<file path="config.mk">
export PLATFORM = sky130hd
export DESIGN_NAME = cuh2v2_lane
export DESIGN_NICKNAME = d
export VERILOG_FILES = /design/src/rtl/cuh2v2_pkg.sv /design/src/rtl/cuh2v2_lane.sv
export SDC_FILE = /design/constraint.sdc
export NUM_CORES = 1
export LEC_CHECK = 0
export ABC_AREA = 0
export ABC_CLOCK_PERIOD_IN_PS = 5300
export BUFFER_PORTS_ARGS = -buffer_cell sky130_fd_sc_hd__buf_2
export CAP_MARGIN = 20
export CORE_MARGIN = 2
export CORE_UTILIZATION = 50
export DETAILED_ROUTE_END_ITERATION = 12
export PLACE_DENSITY_LB_ADDON = 0.08
export SYNTH_ARGS = -nofsm -noshare
export SYNTH_HDL_FRONTEND = slang
export SYNTH_SLANG_ARGS = --single-unit
</file>
<file path="constraint.sdc">
create_clock -name vclk -period 5.3
set_input_delay 0.265 -clock vclk [all_inputs]
set_output_delay 0.265 -clock vclk [all_outputs]
set_load 0.01 [all_outputs]
</file>
<file path="src/rtl/cuh2v2_pkg.sv">
// Package for the 2x2 chroma upsampler: register indexes, block types
// and the 9:3:3:1 weighting function. No dependencies.
package cuh2v2_pkg;

  localparam int unsigned CfgIdxW  = 1;
  localparam int unsigned CfgDataW = 13;

  localparam logic [CfgIdxW-1:0] RegChromaWidth  = 1'd0;
  localparam logic [CfgIdxW-1:0] RegChromaHeight = 1'd1;

  localparam logic [12:0] MaxRows = 13'd4096;

  localparam int unsigned NumSlots = 4;

  typedef struct packed {
    logic [7:0] tl;
    logic [7:0] tr;
    logic [7:0] bl;
    logic [7:0] br;
  } quad_t;

  typedef struct packed {
    logic [10:0] col;
    logic [11:0] row;
    quad_t       cb;
    quad_t       cr;
  } blk_t;

  function automatic logic [7:0] weigh(input logic [7:0] a, input logic [7:0] b,
                                       input logic [7:0] c, input logic [7:0] d);
    logic [11:0] sum;
    sum = 12'(a) * 12'd9 + 12'(b) * 12'd3 + 12'(c) * 12'd3 + 12'(d) + 12'd8;
    return sum[11:4];
  endfunction

endpackage

</file>
<file path="src/rtl/cuh2v2_lane.sv">
// One lane: forms a full 2x2 block for both chroma planes from four pairs.
// Depends on cuh2v2_pkg.
module cuh2v2_lane import cuh2v2_pkg::*; (
  input  logic [15:0] a_i,
  input  logic [15:0] b_i,
  input  logic [15:0] c_i,
  input  logic [15:0] d_i,
  input  logic [10:0] col_i,
  input  logic [11:0] row_i,
  output blk_t        blk_o
);

  // Cb sits in the low byte of each pair and Cr in the high byte.
  assign blk_o.col   = col_i;
  assign blk_o.row   = row_i;
  assign blk_o.cb.tl = weigh(a_i[7:0], b_i[7:0], c_i[7:0], d_i[7:0]);
  assign blk_o.cb.tr = weigh(b_i[7:0], a_i[7:0], d_i[7:0], c_i[7:0]);
  assign blk_o.cb.bl = weigh(c_i[7:0], d_i[7:0], a_i[7:0], b_i[7:0]);
  assign blk_o.cb.br = weigh(d_i[7:0], c_i[7:0], b_i[7:0], a_i[7:0]);
  assign blk_o.cr.tl = weigh(a_i[15:8], b_i[15:8], c_i[15:8], d_i[15:8]);
  assign blk_o.cr.tr = weigh(b_i[15:8], a_i[15:8], d_i[15:8], c_i[15:8]);
  assign blk_o.cr.bl = weigh(c_i[15:8], d_i[15:8], a_i[15:8], b_i[15:8]);
  assign blk_o.cr.br = weigh(d_i[15:8], c_i[15:8], b_i[15:8], a_i[15:8]);

endmodule

</file>
* After elaboration in Yosys (flattened, before gate mapping)
Cells that the tools add are included.
W data, S select, Z words.
** Operators by class
- Add/subtract/negate cells :: 32
- $mul :: 16
** Operators with widths (number)
- $add A12 B10 Y12 :: 16
- $add A12 B4 Y12 const B :: 8
- $add A12 B8 Y12 :: 8
- $mul A8 B4 Y12 const B :: 8
- $mul A8 B2 Y10 const B :: 8
** Word-level totals
- Register bits :: 0
- Bits of input ports :: 87
- Output and inout bits :: 87
- Logic and storage cells :: 48

* Logic depth before layout (Yosys ltp)
- Depth after elaboration :: 5
- Depth in mapped cells :: 20
- Gate-level depth less buffers :: 20

* Least setup slack after synthesis
Ideal clock, no wire load.
- Path type :: input to output
- From :: input port d_i[0]
- To :: output port blk_o[47] (netlist bit)
- Arrival time :: 4.657 ns
- Required time :: 5.035 ns
- Path slack :: 0.378 ns
- Stages :: 20
- Path through :: ha_1 inv_1 fa_1 nor2b_1 o21ai_0 a21oi_1 nor2_1 o311a_1 fa_1 ha_1 ha_1 xnor2_1 fa_1 inv_1 ha_1 a21oi_1 o211ai_1 a221o_1 a21oi_1 xnor2_1
** RTL lines
- from (decl) :: line cuh2v2_lane.sv:7 : input logic [15:0] d_i,
- to (decl) :: line cuh2v2_lane.sv:10 : output blk_t blk_o

==> impl_results.md <==
- Distinct cells, synth: 58
- Routed wl met3: about 900 um
- Post-route DRC: 0
- Total Nets Final: just under 2000
- DRT Pass-1 Iters: 4
- Placed instance area: 12100 um2
- Hold WC Path Type: input pin to output pin
- CP Class: input pin to output pin
- Synth Cell Area: ~11000 um2
- Area Overhead vs Synth: 16.0%
- Core Region: roughly 22000 um2
- Sequential area share after synthesis: 0
- Top-level I/O count: about 170
- Sequential cell area: 0 um2
- Routed wire length: roughly 25000 um
- Worst rel slew slack: 0.707
- Grt ovf: 0
- Tmin final: 5.15 ns
- Via count: around 8600
- Required time worst endpoint: approximately 5.0 ns
- Antenna violations before repair: 2
- Beginning of the critical path: d_i[1]
- Synth Warn #: 0
- Design area: roughly 13000 um2
- Startpoint Class: input pin
- Largest net degree at the start of global routing: 7
- Final Hold Viols: 0
- Crit path capture type: output pin
- Dpl hpwl: roughly 22000 um
- Max-slew violations: 0
- Top sig layer: met4
- Starting Density: 0.504
- Number of hold buffers added after CTS: 0
- Outcome: finished clean
- Chip width: about 150 um
- Per-cell routed wire length: about 14 um
- Metal2 WL: about 11000 um
- Max Cap Viol: 0
- Rows: 54
- Met1 wire length: roughly 13000 um
- First-pass GRT wire length: ~41000 um
- Die height: approximately 150 um
- Post-Synthesis Cells: around 1300
- Placer congestion estimate: slightly below 0.9
- Final-report setup violation count: 0
- Final worst path period share: 0.971
- Initial DRC count: roughly 190
- Worst Path Max Fanout: 4
- Clkbuf count: 0
- Layout cell share with drive strength beyond 1: 0.187
- Vias in the first global route: about 8500
- GRT Util Overall: 0.216
- Syn_nets: between 1500 and 2000
- Die ar.: approximately 23000 um2
- CP arrival: a little under 5 ns
- Port bufs: 128
- Detail Route Antenna Nets: 0
- Achievable Freq: just under 200 MHz
- Tightest Pin Transition: between 0.4 and 0.5 ns
- Seq_cells: 0
- Post-Syn Area per Cell: 8.55 um2
- Worst Setup EP: blk_o[54]
- Vias per cell: 4.99
==> cell type report <==
cell class                      instances  area (um2)
Multi-Input combinational cell        898        9910
Fill cell                            2015        8970
Inverter                              355        1330
Timing Repair Buffer                  182        1050
Tap cell                              280         350
Antenna cell                            2        5.00
==> cell usage after synthesis, drive strengths merged, types with 6 or more instances <==
| master | n | area [um2] |
|---|---|---|
| a211oi | 11 | 87.6 |
| a21o | 18 | 135 |
| a21oi | 66 | 334 |
| buf | 23 | 173 |
| fa | 148 | 2960 |
| ha | 256 | 3200 |
| inv | 355 | 1330 |
| mux2i | 6 | 60.1 |
| nand2 | 22 | 82.6 |
| nand3 | 9 | 45.0 |
| nor2 | 70 | 263 |
| nor2b | 16 | 100 |
| nor3 | 18 | 90.1 |
| o21a | 12 | 90.1 |
| o21ai | 41 | 205 |
| o21bai | 8 | 60.1 |
| o311a | 7 | 70.1 |
| o41ai | 8 | 85.1 |
| or3 | 9 | 61.3 |
| xnor2 | 77 | 674 |
| xor2 | 22 | 193 |
==> logic make-up after synthesis <==
kind of cell / synth area share
xor gates and xnor gates: 0.0795
muxes: 0.00551
adders and majority gates: 0.565
and+or+nand+nor: 0.0832
buffers and inverters: 0.138
AOI/OAI and AO/OA: 0.128
==> metrics by stage <==
stage	std cells	setup WS [ns]	setup TNS, ns	hold slack (ns)	utilization
2_1_floorplan	1276	0.378	0	0.622	-
3_3_place_gp	1713	-0.0288	-0.0288	0.530	0.560
3_5_place_dp	1713	-0.0534	-0.0632	0.530	0.560
4_1_cts	1713	0.00318	0	0.530	0.562
5_1_grt	1717	-0.0401	-0.153	0.530	0.585
6_report	1717	0.154	0	0.530	0.585
==> worst min-delay path by stage <==
stage              from   endpoint  slack [ns]  depth (start not counted)
3_3_place_gp   col_i[4]  blk_o[80]        0.53                          0
4_1_cts        col_i[4]  blk_o[80]        0.53                          0
6_report       row_i[1]  blk_o[65]        0.53                          0
2_1_floorplan  row_i[0]  blk_o[64]        0.62                          1
5_1_grt        col_i[0]  blk_o[76]        0.53                          0
3_5_place_dp   col_i[4]  blk_o[80]        0.53                          0
==> placed cells by master, fill, tap and decap left out, types with 4 or more instances in the layout <==
master,instances
buf_2,128
o211ai_1,4
nand4_1,5
mux2i_1,6
and3_1,5
or3_1,8
a211oi_1,7
fa_2,7
ha_4,20
buf_4,54
ha_1,236
o311a_1,7
nor2_1,68
o41ai_1,4
a21oi_2,16
o21ai_1,7
inv_1,354
a21o_1,18
nand2b_1,4
o21ai_2,5
xnor2_1,75
o21a_1,12
o21bai_1,7
xor2_1,21
nand2_1,22
a21bo_2,4
nor2b_1,13
nand3_1,9
a21oi_1,50
fa_1,141
or4b_1,5
o21ai_0,29
a211oi_2,4
nor3_1,17
==> metal layers <==
layer	GRT usage	vias to the layer above
li1	-	4430
met1	0.341	3981
met2	0.341	135
met3	0.00868	20
met4	0.0153	0
met5	0	-
==> worst max-delay path: stages <==
cell and delay, ns:
buf_2 0.13, buf_4 0.15, ha_4 0.23, a21o_1 0.22
a21oi_2 0.22, xor2_2 0.20, fa_1 0.50, fa_2 0.57
fa_1 0.44, fa_1 0.53, inv_2 0.05, ha_4 0.24
a21oi_2 0.12, o22ai_2 0.12, o41ai_4 0.50, o21bai_4 0.11
xor2_1 0.15, buf_2 0.15
==> what timing repair did <==
item | CTS | global route
endpoints found under the setup margin | 5 | 34
pin swaps | 4 | 48
buffers inserted | 0 | 3
cloned | 0 | 0
gates resized for setup | 8 | 82
Power is left out: the tool's default activity adds up to more than one toggle a clock period on the data nets, which glitch-free logic cannot reach.
