File: src/rtl/cuh2v2_pkg.sv
// Package for the 2x2 chroma upsampler: register indexes, block types
// and the 9:3:3:1 weighting function. No dependencies.
package cuh2v2_pkg;

  localparam int unsigned CfgIdxW  = 1;
  localparam int unsigned CfgDataW = 13;

  localparam logic [CfgIdxW-1:0] RegChromaWidth  = 1'd0;
  localparam logic [CfgIdxW-1:0] RegChromaHeight = 1'd1;

  localparam logic [12:0] MaxRows = 13'd4096;

  localparam int unsigned NumSlots = 4;

  typedef struct packed {
    logic [7:0] tl;
    logic [7:0] tr;
    logic [7:0] bl;
    logic [7:0] br;
  } quad_t;

  typedef struct packed {
    logic [10:0] col;
    logic [11:0] row;
    quad_t       cb;
    quad_t       cr;
  } blk_t;

  function automatic logic [7:0] weigh(input logic [7:0] a, input logic [7:0] b,
                                       input logic [7:0] c, input logic [7:0] d);
    logic [11:0] sum;
    sum = 12'(a) * 12'd9 + 12'(b) * 12'd3 + 12'(c) * 12'd3 + 12'(d) + 12'd8;
    return sum[11:4];
  endfunction

endpackage

File: src/rtl/cuh2v2_merge.sv
// Merge stage: holds the lanes' blocks for one transaction and hands them out
// one per cycle when not stalled, via the output register. Uses cuh2v2_pkg.
module cuh2v2_merge import cuh2v2_pkg::*; (
  input  logic                      clk_i,
  input  logic                      rst_ni,
  input  logic                      load_valid_i,
  input  logic [NumSlots-1:0]       load_mask_i,
  input  blk_t [NumSlots-1:0]       load_blk_i,
  output logic                      load_ready_o,
  output logic                      out_valid_o,
  input  logic                      out_stall_i,
  output blk_t                      out_blk_o,
  output logic                      out_run_end_o
);

  logic [NumSlots-1:0] mask_q, mask_d, rest;
  blk_t [NumSlots-1:0] slot_q;
  logic                ov_q, ov_d;
  blk_t                oblk_q;
  logic                oend_q;
  blk_t                sel;
  logic                out_free, pop, load;

  assign out_free     = !ov_q || !out_stall_i;
  assign pop          = (mask_q != '0) && out_free;
  assign rest         = mask_q & (mask_q - NumSlots'(1));
  assign load_ready_o = (mask_q == '0) || (pop && (rest == '0));
  assign load         = load_valid_i && load_ready_o;

  always_comb begin
    priority if (mask_q[0]) begin
      sel = slot_q[0];
    end else if (mask_q[1]) begin
      sel = slot_q[1];
    end else if (mask_q[2]) begin
      sel = slot_q[2];
    end else begin
      sel = slot_q[3];
    end
  end

  always_comb begin
    mask_d = mask_q;
    if (pop) begin
      mask_d = rest;
    end
    if (load) begin
      mask_d = load_mask_i;
    end
    ov_d = ov_q;
    if (out_free) begin
      ov_d = pop;
    end
  end

  always_ff @(posedge clk_i or negedge rst_ni) begin
    if (!rst_ni) begin
      mask_q <= '0;
      ov_q   <= 1'b0;
    end else begin
      mask_q <= mask_d;
      ov_q   <= ov_d;
    end
  end

  always_ff @(posedge clk_i) begin
    if (load) begin
      slot_q <= load_blk_i;
    end
    if (pop) begin
      oblk_q <= sel;
      oend_q <= (rest == '0);
    end
  end

  assign out_valid_o   = ov_q;
  assign out_blk_o     = oblk_q;
  assign out_run_end_o = oend_q;

  // A pending block is always followed by a valid output in the next cycle.
  assert property (@(posedge clk_i) disable iff (!rst_ni) pop |=> ov_q)
    else $error("popped block did not reach the output register");

  // New blocks never overwrite more than the one being handed out.
  assert property (@(posedge clk_i) disable iff (!rst_ni)
    load |-> (mask_q == '0) || (pop && (rest == '0)))
    else $error("merge slots overwritten while blocks pending");

  // A stalled output keeps the pending mask unchanged, since nothing loads.
  assert property (@(posedge clk_i) disable iff (!rst_ni)
    (mask_q != '0) && !out_free |=> mask_q == $past(mask_q))
    else $error("pending blocks lost during output stall");

endmodule

File: config.mk
export PLATFORM = sky130hd
export DESIGN_NAME = cuh2v2_merge
export DESIGN_NICKNAME = d
export VERILOG_FILES = /design/src/rtl/cuh2v2_pkg.sv /design/src/rtl/cuh2v2_merge.sv
export SDC_FILE = /design/constraint.sdc
export NUM_CORES = 1
export LEC_CHECK = 0
export ABC_AREA = 1
export BUFFER_PORTS_ARGS = -buffer_cell sky130_fd_sc_hd__buf_4
export CAP_MARGIN = 0
export CORE_ASPECT_RATIO = 1.1
export CORE_MARGIN = 2
export CORE_UTILIZATION = 45
export CTS_CLUSTER_DIAMETER = 100
export DETAILED_ROUTE_END_ITERATION = 8
export GPL_ROUTABILITY_DRIVEN = 0
export PLACE_DENSITY = 0.7
export SYNTH_ARGS = -nofsm -noshare
export SYNTH_HDL_FRONTEND = slang
export SYNTH_SLANG_ARGS = --single-unit
File: constraint.sdc
create_clock -name clk_i -period 15.6 [get_ports clk_i]
set_input_delay 2.34 -clock clk_i [delete_from_list [all_inputs] [get_ports clk_i]]
set_output_delay 2.34 -clock clk_i [all_outputs]
set_load 0.02 [all_outputs]
Word level (Yosys, flattened, before mapping):

Cells that the tools add are included.

* register bits after elaboration: 441
* input bits: 356
* logic and storage cells: 71
* output and inout bits: 90

* $add $sub $neg: 1
* multiplexer cells: 5
* bitwise operators: 1
* reduce and logical (&&, ||, !) cells: 11

Operators with widths (number)
* 2-to-1 mux 87 bit: 3
* zero test 4 bit: 2
* 2-to-1 mux 4 bit: 2
* bitwise AND 4 bit: 1
* nonzero test 4 bit: 1
* subtractor 4 x 1 -> 4 bit (second input constant): 1
* logical AND 1 bit: 3
* zero test 1 bit: 2
* logical OR 1 bit: 2
* nonzero test 2 bit: 1

Depth between registers and ports, before layout:

Gate-level depths: netlist (run 1).

* depth in word-level cells: 7
* depth in mapped cells: 10
* depth with buffers taken out: 9

Worst setup path before layout (run 1):

Ideal clock, no wire load.

* path type: input -> register
* start: input out_stall_i
* end: register slot_q[0] in the netlist's numbering, enable pin
* path buffers: 0
* cell stages on the path: 5
* path slack: 8573 ps
* data arrival time: 6483 ps
* setup time: 544 ps
* data required time: 15056 ps
* path through: nand2_1 > nand3_1 > nand2_4 > nand2_2 > inv_2

* cells in the longest elaborated chain, start to end: 6

RTL lines
* start, declared: line cuh2v2_merge.sv:11 `input logic out_stall_i,`
* zero test 1 bit: line cuh2v2_merge.sv:24 `assign out_free = !ov_q || !out_stall_i;`
* logical OR 1 bit: line cuh2v2_merge.sv:24
* logical AND 1 bit: line cuh2v2_merge.sv:25 `assign pop = (mask_q != '0) && out_free;`
* logical AND 1 bit: line cuh2v2_merge.sv:27 `assign load_ready_o = (mask_q == '0) || (pop && (rest == '0));`
* logical OR 1 bit: line cuh2v2_merge.sv:27
* named net load_ready_o: line cuh2v2_merge.sv:9 `output logic load_ready_o,`
* logical AND 1 bit: line cuh2v2_merge.sv:28 `assign load = load_valid_i && load_ready_o;`
* named net load: line cuh2v2_merge.sv:22 `logic out_free, pop, load;`
* end signal, assigned: line cuh2v2_merge.sv:68 `slot_q <= load_blk_i;`
* end, declared: line cuh2v2_merge.sv:17 `blk_t [NumSlots-1:0] slot_q;`

The timed path passes the listed nets, and every way through them passes these cells.
A chain may end at the register's enable or synchronous reset.

Final worst setup path (run 1):

* start: input out_stall_i
* end: output load_ready_o

* cells in the longest elaborated chain, start to end: 5

RTL lines (line)
* zero test 1 bit: cuh2v2_merge.sv:24
* logical OR 1 bit: cuh2v2_merge.sv:24
* logical AND 1 bit: cuh2v2_merge.sv:25
* logical AND 1 bit: cuh2v2_merge.sv:27
* logical OR 1 bit: cuh2v2_merge.sv:27
* end, declared: cuh2v2_merge.sv:9

Every way passes these cells.

==> results.toml, run 1 <==
[global_route]
grt_max_degree = 123
grt_overflow = 0
grt_pass1_vias = 10335
antenna_found_initial = 3
grt_pass1_wl_mm = 60.04
track_usage = 0.2190

[cts]
clk_latency_ns = 0.55
cts-resized-gates = 0
clk_pin_slew_worst_paths_ns = 0.06
postCtsSetupBuffers = 0
cts-root-buf = "clkbuf_16"
hold_buffers = 0
cts_sinks = 441
clock_path_buffers = 3
cts_buffers = 45
htree_levels = 2
cts_tree = "done"

[place]
portBuffers = 445
hpwl_mm = 26.20
pre_cts_ws_ns = 9.766

[sta]
setup_tns_ns = 0
setup_viol = 0
skew_ns = 0.02398
drv_slew = 0
rsz0062_at_grt = "false"
period_share = 0.3415
slew_headroom = 0.3093
fmax_mhz = 187.7
min_period_ns = 5.327
tightest_slew_ns = 1.036
layout_setup_ws_ns = 10.27
hold_viol_final = 0

[outcome]
outcome = "finished, final reports clean"

[job]
max-cap-violations = 0

[floorplanning]
die_y_um = 201.4
die_w_um = 183.5
num_io_pins = 446
rows = 72
core_area_sq_um = 35040
die_area_sq_um = 36950
start_util = 0.4550

[critical_path]
crit_chain = "buf_4 > nand2_1 > nand3_1 > nand2_4 > buf_4"
cp_slowest_cell = "nand3_1"
crit_required_ns = 13.26
crit_path_end_kind = "output pin"
arrival_ns = 2.99
critical_path_class = "in -> out"
cp_max_fo = 5
slowest_delay_ns = 0.15
cp_common_cell = "buf_4"
worst_setup_path_start_kind = "input port"

[finish]
drive_gt1_frac = 0.3729
fillCellCount = 2636
layout_commonest_cell = "buf_4"
layout_common_cells = "buf_4, edfxtp_1, nor2_1"
syn_to_final_growth_pct = 32.65
layout.nets = 1778

[logic_synthesis]
synthDistinctLibCells = 23
synth_seq_cells = 441
netlist_instances = 976
synth_nets = 1332
synth_area_leaders = "edfxtp_1, nor2_1, nand3_1"
postSynthAreaPerCell_sq_um = 16.34
syn_area_sq_um = 15940
ys.warnings.count = 0
synth_top_area_share = 0.8212
ys_seq_area_frac = 0.8290
yosys.area.top_type = "edfxtp_1"

[detailed_routing]
vias_per_cell = 5.306
drc = 0
ant_nets = 0
drtIter0Drc = 726
drt_wl_total_mm = 41.33
dr.pass1.iters = 5
num_vias = 10113
wl_per_cell_um = 21.68

[power]
power_leakage_nw = 7.975
peakVddDrop_v = 0.0001790
p_per_area_nw_per_um2 = 201.8

[worst_hold_path]
holdCritPathClass = "reg -> reg"
[sequential cells by signal (all words and copies together), names as in the netlist]
| signal | flops |
|---|---|
| out_run_end_o | 1 |
| out_valid_o | 1 |
| slot_q | 348 |
| mask_q | 4 |
| out_blk_o | 87 |
[metrics by stage]
step,hold WS (ns),std cells,cell area [sq um],utilization,power (mW)
final,0.5229,1906,21150,0.6035,4.267
after global routing,0.5648,1905,21150,0.6034,4.462
after CTS,0.5138,1903,21140,0.6033,4.308
after detailed placement,0.5005,1819,19690,0.5619,3.257
after global placement,0.4906,1819,19690,0.5619,3.224
after floorplan,0.4721,976,15940,-,2.754
[cells by family after synthesis]
kind of cell / Yosys count / share of synthesized area
and+or+nand+nor: 358 / 0.09393
AOI/OAI and AO/OA: 110 / 0.05878
buffers and inverters: 67 / 0.01828
DFF: 441 / 0.8290
[report_power, final]
part | switching, mW | total [mW] | internal (mW)
clock | 0.435 | 1.05 | 0.616
sequential | 0.156 | 2.01 | 1.86
combinational | 0.815 | 1.20 | 0.387
total | 1.41 | 4.27 | 2.86
[worst max-delay path, delay by kind of cell]
| family | cells | cell delay (ns) |
|---|---|---|
| simple gates | 3 | 0.40 |
| buf+inv | 2 | 0.25 |
[layout make-up]
class	instances	area, sq um	share of cell area
clock inverters	29	242.7	0.01148
well taps	444	555.5	0.02627
diodes	3	7.507	0.0003550
multi-input cells	468	2435	0.1151
inverters	10	50.05	0.002366
clock buffers	55	1206	0.05703
repair buffers	456	3423	0.1619
flip-flops and latches	441	13230	0.6255
[cells in the mapped netlist]
cell type	instances
buf_4	3
edfxtp_1	436
nor2_1	156
o21ai_0	21
o211ai_1	21
o21ai_1	1
clkbuf_1	32
nand2_1	105
inv_1	6
o21ai_4	1
o311ai_2	10
buf_1	4
nor2_8	1
nand3_1	92
o311ai_0	26
buf_6	1
dfrtp_1	5
inv_2	4
nand2_2	1
nand2_4	2
buf_2	17
or2_4	1
o311ai_1	30
[per-layer routing]
layer  global-route usage  up-vias  wire length [um]  share of wire
li1                     -     4620                 -              -
met1               0.2653     4875             15340           0.37
met2               0.3674      509             20380           0.49
met3              0.05683      107              3742          0.091
met4               0.1014        2              1853          0.045
met5                    0        -                14        0.00034
[final timing paths]
check                                  from           end  slack (ns)  depth (start not counted)
worst min-delay path              mask_q[3]     mask_q[3]        0.52                          2
worst max-delay path            out_stall_i  load_ready_o       10.27                          5
worst max register to register    mask_q[2]    slot_q[93]       10.72                          8
min in group asynchronous            rst_ni   out_valid_o        1.58                          1
max in group asynchronous            rst_ni     mask_q[1]       13.89                          1
worst min register to register    mask_q[3]     mask_q[3]        0.52                          2
Power figures use the tool's default switching activity.
==> run 2, diff against run 1 <==
clock period = 5.6 ns   (was 15.6 ns; I/O delays follow)
==> run 2 against run 1 <==
Net effect: via count up 0.40%; sequential share of layout area up 0.28 points; core utilization decreased by 0.26 points; combinational power grew to 2.9 times the previous value; setup slack got worse by 8.2 ns; routed wire length up 0.13%; global-route usage rose by 0.16 points; critical path type is now reg -> reg.
==> results.toml, run 2 (same netlist as run 1, synthesis figures left out) <==
[critical_path]
r2r_start = "mask_q[0]"
worst_setup_path_start_kind = "flop"
crit_path_end_kind = "flop"
critical_path_class = "reg -> reg"
cp_common_cell = "buf_4"
timing.rr.end = "out_blk_o[3]"
reg2reg_setup_slack_ns = 2.05
cp_max_fo = 88
r2r_cells = 5
cp_slowest_cell = "clkinv_2"
slowest_delay_ns = 0.96
crit_required_ns = 5.86
arrival_ns = 3.81
crit_chain = "buf_4 > clkinv_2 > buf_4 > nand3_1 > o311ai_0"

[global_route]
grt_pass1_wl_mm = 60.35
track_usage = 0.2205
grt_max_degree = 130
antenna_found_initial = 5
grt_overflow = 0
grt_pass1_vias = 10372

[floorplanning]
die_w_um = 183.5
core_area_sq_um = 35040
num_io_pins = 446
die_y_um = 201.4
die_area_sq_um = 36950
rows = 72
start_util = 0.4550

[place]
hpwl_mm = 26.63
portBuffers = 445

[cts]
clk_pin_slew_worst_paths_ns = 0.06
cts-resized-gates = 0
hold_buffers = 0
clk_latency_ns = 0.56
htree_levels = 2
cts_buffers = 44
cts_tree = "done"
clock_path_buffers = 3
cts-root-buf = "clkbuf_16"
cts_sinks = 441
postCtsSetupBuffers = 0

[finish]
layout_commonest_cell = "buf_4"
final_util = 0.6009
fillCellCount = 2649
layout.nets = 1778
drive_gt1_frac = 0.3718
layout_common_cells = "buf_4, edfxtp_1, nor2_1"
ff_latch_area_sq_um = 13230
multi_input_area_sq_um = 2435
largest_register_ffs = 348
syn_to_final_growth_pct = 32.06
largest-register = "slot_q"

[power]
power.internal_mw = 7.831
pwr-share-comb = 0.292
seqPwrFrac = 0.473
peakVddDrop_v = 0.0003483
p_per_area_nw_per_um2 = 556.0
p_total_mw = 11.71
p_sw_mw = 3.877
clkPwrFrac = 0.234
power_leakage_nw = 7.933
p_sw_frac = 0.3311

[sta]
setup_tns_ns = 0
rsz0062_at_grt = "false"
period_share = 0.6337
skew_ns = 0.01674
drv_slew = 0
min_period_ns = 3.549
setup_viol = 0
tightest_slew_ns = 1.156
hold_viol_final = 0
fmax_mhz = 281.8
slew_headroom = 0.2293

[detailed_routing]
drc = 0
dr.pass1.iters = 6
vias_per_cell = 5.335
drtIter0Drc = 741
ant_nets = 0
drt_wl_total_mm = 41.38
wl_per_cell_um = 21.75
num_vias = 10153

[outcome]
outcome = "finished, final reports clean"

[worst_hold_path]
holdCritPathClass = "in -> async"

[job]
max-cap-violations = 0
## run 2: changes by cell type in the layout (fill, tap and decap cells not counted), sizes merged
cell	previous run	this run
clkinv	25	17
clkbuf	55	60
bufinv	4	1
inv	9	11
buf	456	457
clkinvlp	1	0
diode	3	4
## run 2: cell type report
class,count,area share
Antenna cell,4,0.0004754
Clock buffer,60,0.05758
Clock inverter,19,0.005764
Inverter,10,0.002377
Multi-Input combinational cell,468,0.1156
Sequential cell,441,0.6283
Tap cell,444,0.02638
Timing Repair Buffer,457,0.1635
## run 2: metal layers
layer	vias up	global-route usage	wire length (um)
li1	4591	-	-
met1	4897	0.2661	14850
met2	561	0.3609	20450
met3	102	0.05683	3923
met4	2	0.1243	2155
met5	-	0	13
## run 2: worst max-delay path by stage
stage	from	end	slack, ns	cells past startpoint
finish	mask_q[0]	out_blk_o[3]	2.05	5
global route	mask_q[0]	out_blk_o[17]	1.86	5
CTS	mask_q[0]	out_blk_o[32]	1.98	5
detailed placement	mask_q[0]	out_blk_o[32]	1.96	5
global placement	mask_q[0]	out_blk_o[6]	2.07	5
floorplan	out_stall_i	slot_q[0]	0.07	5
## run 2: stage by stage
step / worst slack [ns] / cells / cell area (sq um) / hold slack [ns]
global route: 1.856 / 1902 / 21050 / 0.06744
global placement: 2.071 / 1820 / 19710 / 0.4880
finish: 2.051 / 1903 / 21060 / 0.08641
detailed placement: 1.960 / 1820 / 19710 / 0.4996
floorplan: 0.07271 / 976 / 15940 / 0.4721
CTS: 1.983 / 1899 / 21050 / 0.05262
## run 2: worst max-delay path, delay by kind of cell (launching register included)
family | cells | cell delay [ns]
buffers and inverters | 3 | 2.43
AO/OA/AOI/OAI | 1 | 0.15
flip-flops | 1 | 0.45
AND/OR/NAND/NOR | 1 | 0.16
## run 2: power groups by stage
stage / sequential [mW] / combinational (mW) / clock, mW
finish: 5.54 / 3.42 / 2.75
global route: 5.62 / 3.71 / 2.93
CTS: 5.55 / 3.48 / 2.80
detailed placement: 5.60 / 3.48 / 0
global placement: 5.59 / 3.38 / 0
floorplan: 6.06 / 1.61 / 0
==> run 3, diff against run 2 <==
clock period = 3.66 ns   (was 5.6 ns; I/O delays follow)
==> run 3 against run 2 <==
Net effect: non-clock buffer count grew 6; design area up 0.95%; flip-flop and latch count is the same; die area unchanged; critical path type unchanged; largest power group unchanged; highest routed layer is now met4.
==> results.toml, run 3 (same netlist as run 1, synthesis figures left out) <==
[sta]
skew_ns = 0.02087
hold_viol_final = 0
layout_setup_ws_ns = 0.7323
period_share = 0.7999
rsz0062_at_grt = "false"
setup_viol = 0
slew_headroom = 0.2115
hold_slack_ns = 0.1686
drv_slew = 0
setup_tns_ns = 0
tightest_slew_ns = 1.183
min_period_ns = 2.928
fmax_mhz = 341.6

[cts]
clk_pin_slew_worst_paths_ns = 0.06
clk_latency_ns = 0.55
postCtsSetupBuffers = 0
clock_path_buffers = 3
cts-root-buf = "clkbuf_16"
cts_sinks = 441
cts_tree = "done"
cts_buffers = 45
htree_levels = 2

[detailed_routing]
ant_nets = 0
dr.pass1.iters = 5
drc = 0
vias_per_cell = 5.263
drtIter0Drc = 659
num_vias = 10037
drt_wl_total_mm = 41.01
wl_per_cell_um = 21.50

[floorplanning]
num_io_pins = 446
die_w_um = 183.5
rows = 72
die_area_sq_um = 36950
die_y_um = 201.4
start_util = 0.4550
core_area_sq_um = 35040

[critical_path]
crit_required_ns = 3.83
worst_setup_path_start_kind = "flop"
cp_max_fo = 54
arrival_ns = 3.10
crit_path_end_kind = "flop"
critical_path_class = "reg -> reg"

[place]
portBuffers = 445
hpwl_mm = 26.64
pre_cts_ws_ns = 0.7365

[outcome]
outcome = "finished, final reports clean"

[global_route]
antenna_found_initial = 3
grt_overflow = 0
grt_pass1_vias = 10128
track_usage = 0.2182
grt_max_degree = 89
grt_pass1_wl_mm = 60.10

[power]
peakVddDrop_v = 0.0004710
clkPwrFrac = 0.243
power_leakage_nw = 8.009
power.internal_mw = 12.29
p_total_mw = 18.21
seqPwrFrac = 0.463
p_sw_frac = 0.3251
pwr-share-comb = 0.294
p_per_area_nw_per_um2 = 856.8
p_sw_mw = 5.920

[finish]
layout_common_cells = "buf_4, edfxtp_1, nor2_1"
layout_commonest_cell = "buf_4"
drive_gt1_frac = 0.3740
fillCellCount = 2599
largest-register = "slot_q"
syn_to_final_growth_pct = 33.31
largest_register_ffs = 348
layout.nets = 1785

[worst_hold_path]
holdCritPathClass = "in -> reg"

[job]
max-cap-violations = 0
run 3: cell types whose count changed in the layout (fill, tap and decap cells not counted), sizes merged, moves of 2 or more:
cell	before	now
buf	457	462
clkinv	17	14
clkinvlp	0	2
bufinv	1	4
inv	11	8
run 3: final timing paths:
path / startpoint / end / slack [ns] / depth (start not counted)
min reg2reg: mask_q[3] / mask_q[3] / 0.52 / 2
min in group asynchronous: rst_ni / mask_q[0] / 0.42 / 2
max: mask_q[0] / out_blk_o[19] / 0.73 / 6
max in group asynchronous: rst_ni / mask_q[2] / 3.10 / 2
min: load_blk_i[252] / slot_q[252] / 0.17 / 1
max reg2reg: mask_q[0] / out_blk_o[19] / 0.73 / 6
run 3: worst max-delay path, stage by stage (launching register included):
cell and delay (ns):
dfrtp_4 0.72, nor2_8 0.17, nand2_1 0.12, or2_4 0.17
nand2_4 0.08, inv_4 0.57, buf_4 0.60
run 3: metrics by stage:
stage,instances,util,instance area (sq um)
global placement,1825,0.5655,19820
finish,1907,0.6065,21260
floorplan,976,-,15950
detailed placement,1825,0.5655,19820
CTS,1904,0.6063,21250
global route,1906,0.6065,21250
run 3: power groups by stage:
stage	registers, mW	clock network [mW]	logic (mW)
after global routing	8.58	4.71	5.76
final	8.44	4.42	5.36
after detailed placement	8.53	0	5.46
after CTS	8.45	4.51	5.46
after floorplan	9.12	0	2.47
after global placement	8.50	0	5.33
run 3: final cells by class:
| cell class | instances | area (sq um) | area share |
|---|---|---|---|
| clock buffers | 60 | 1225 | 0.05763 |
| inverters | 10 | 55.05 | 0.002590 |
| clock inverters | 18 | 195.2 | 0.009183 |
| multi-input cells | 468 | 2435 | 0.1146 |
| well taps | 444 | 555.5 | 0.02614 |
| repair buffers | 463 | 3553 | 0.1672 |
| flip-flops and latches | 441 | 13230 | 0.6224 |
| diodes | 3 | 7.507 | 0.0003532 |
run 3: metal layers:
layer,up-vias,share of wire,GRT usage
met2,522,0.51,0.3740
met3,75,0.091,0.05376
met5,-,0,0
li1,4609,-,-
met1,4831,0.37,0.2685
met4,0,0.030,0.07914
run 3: timing repair:
| action | 4_1_cts | 5_1_grt |
|---|---|---|
| hold endpoints to repair | 5 | 0 |
| hold buffers | 1 | 0 |
| resized for setup | 0 | 0 |
| endpoints found under the setup margin | 0 | 0 |
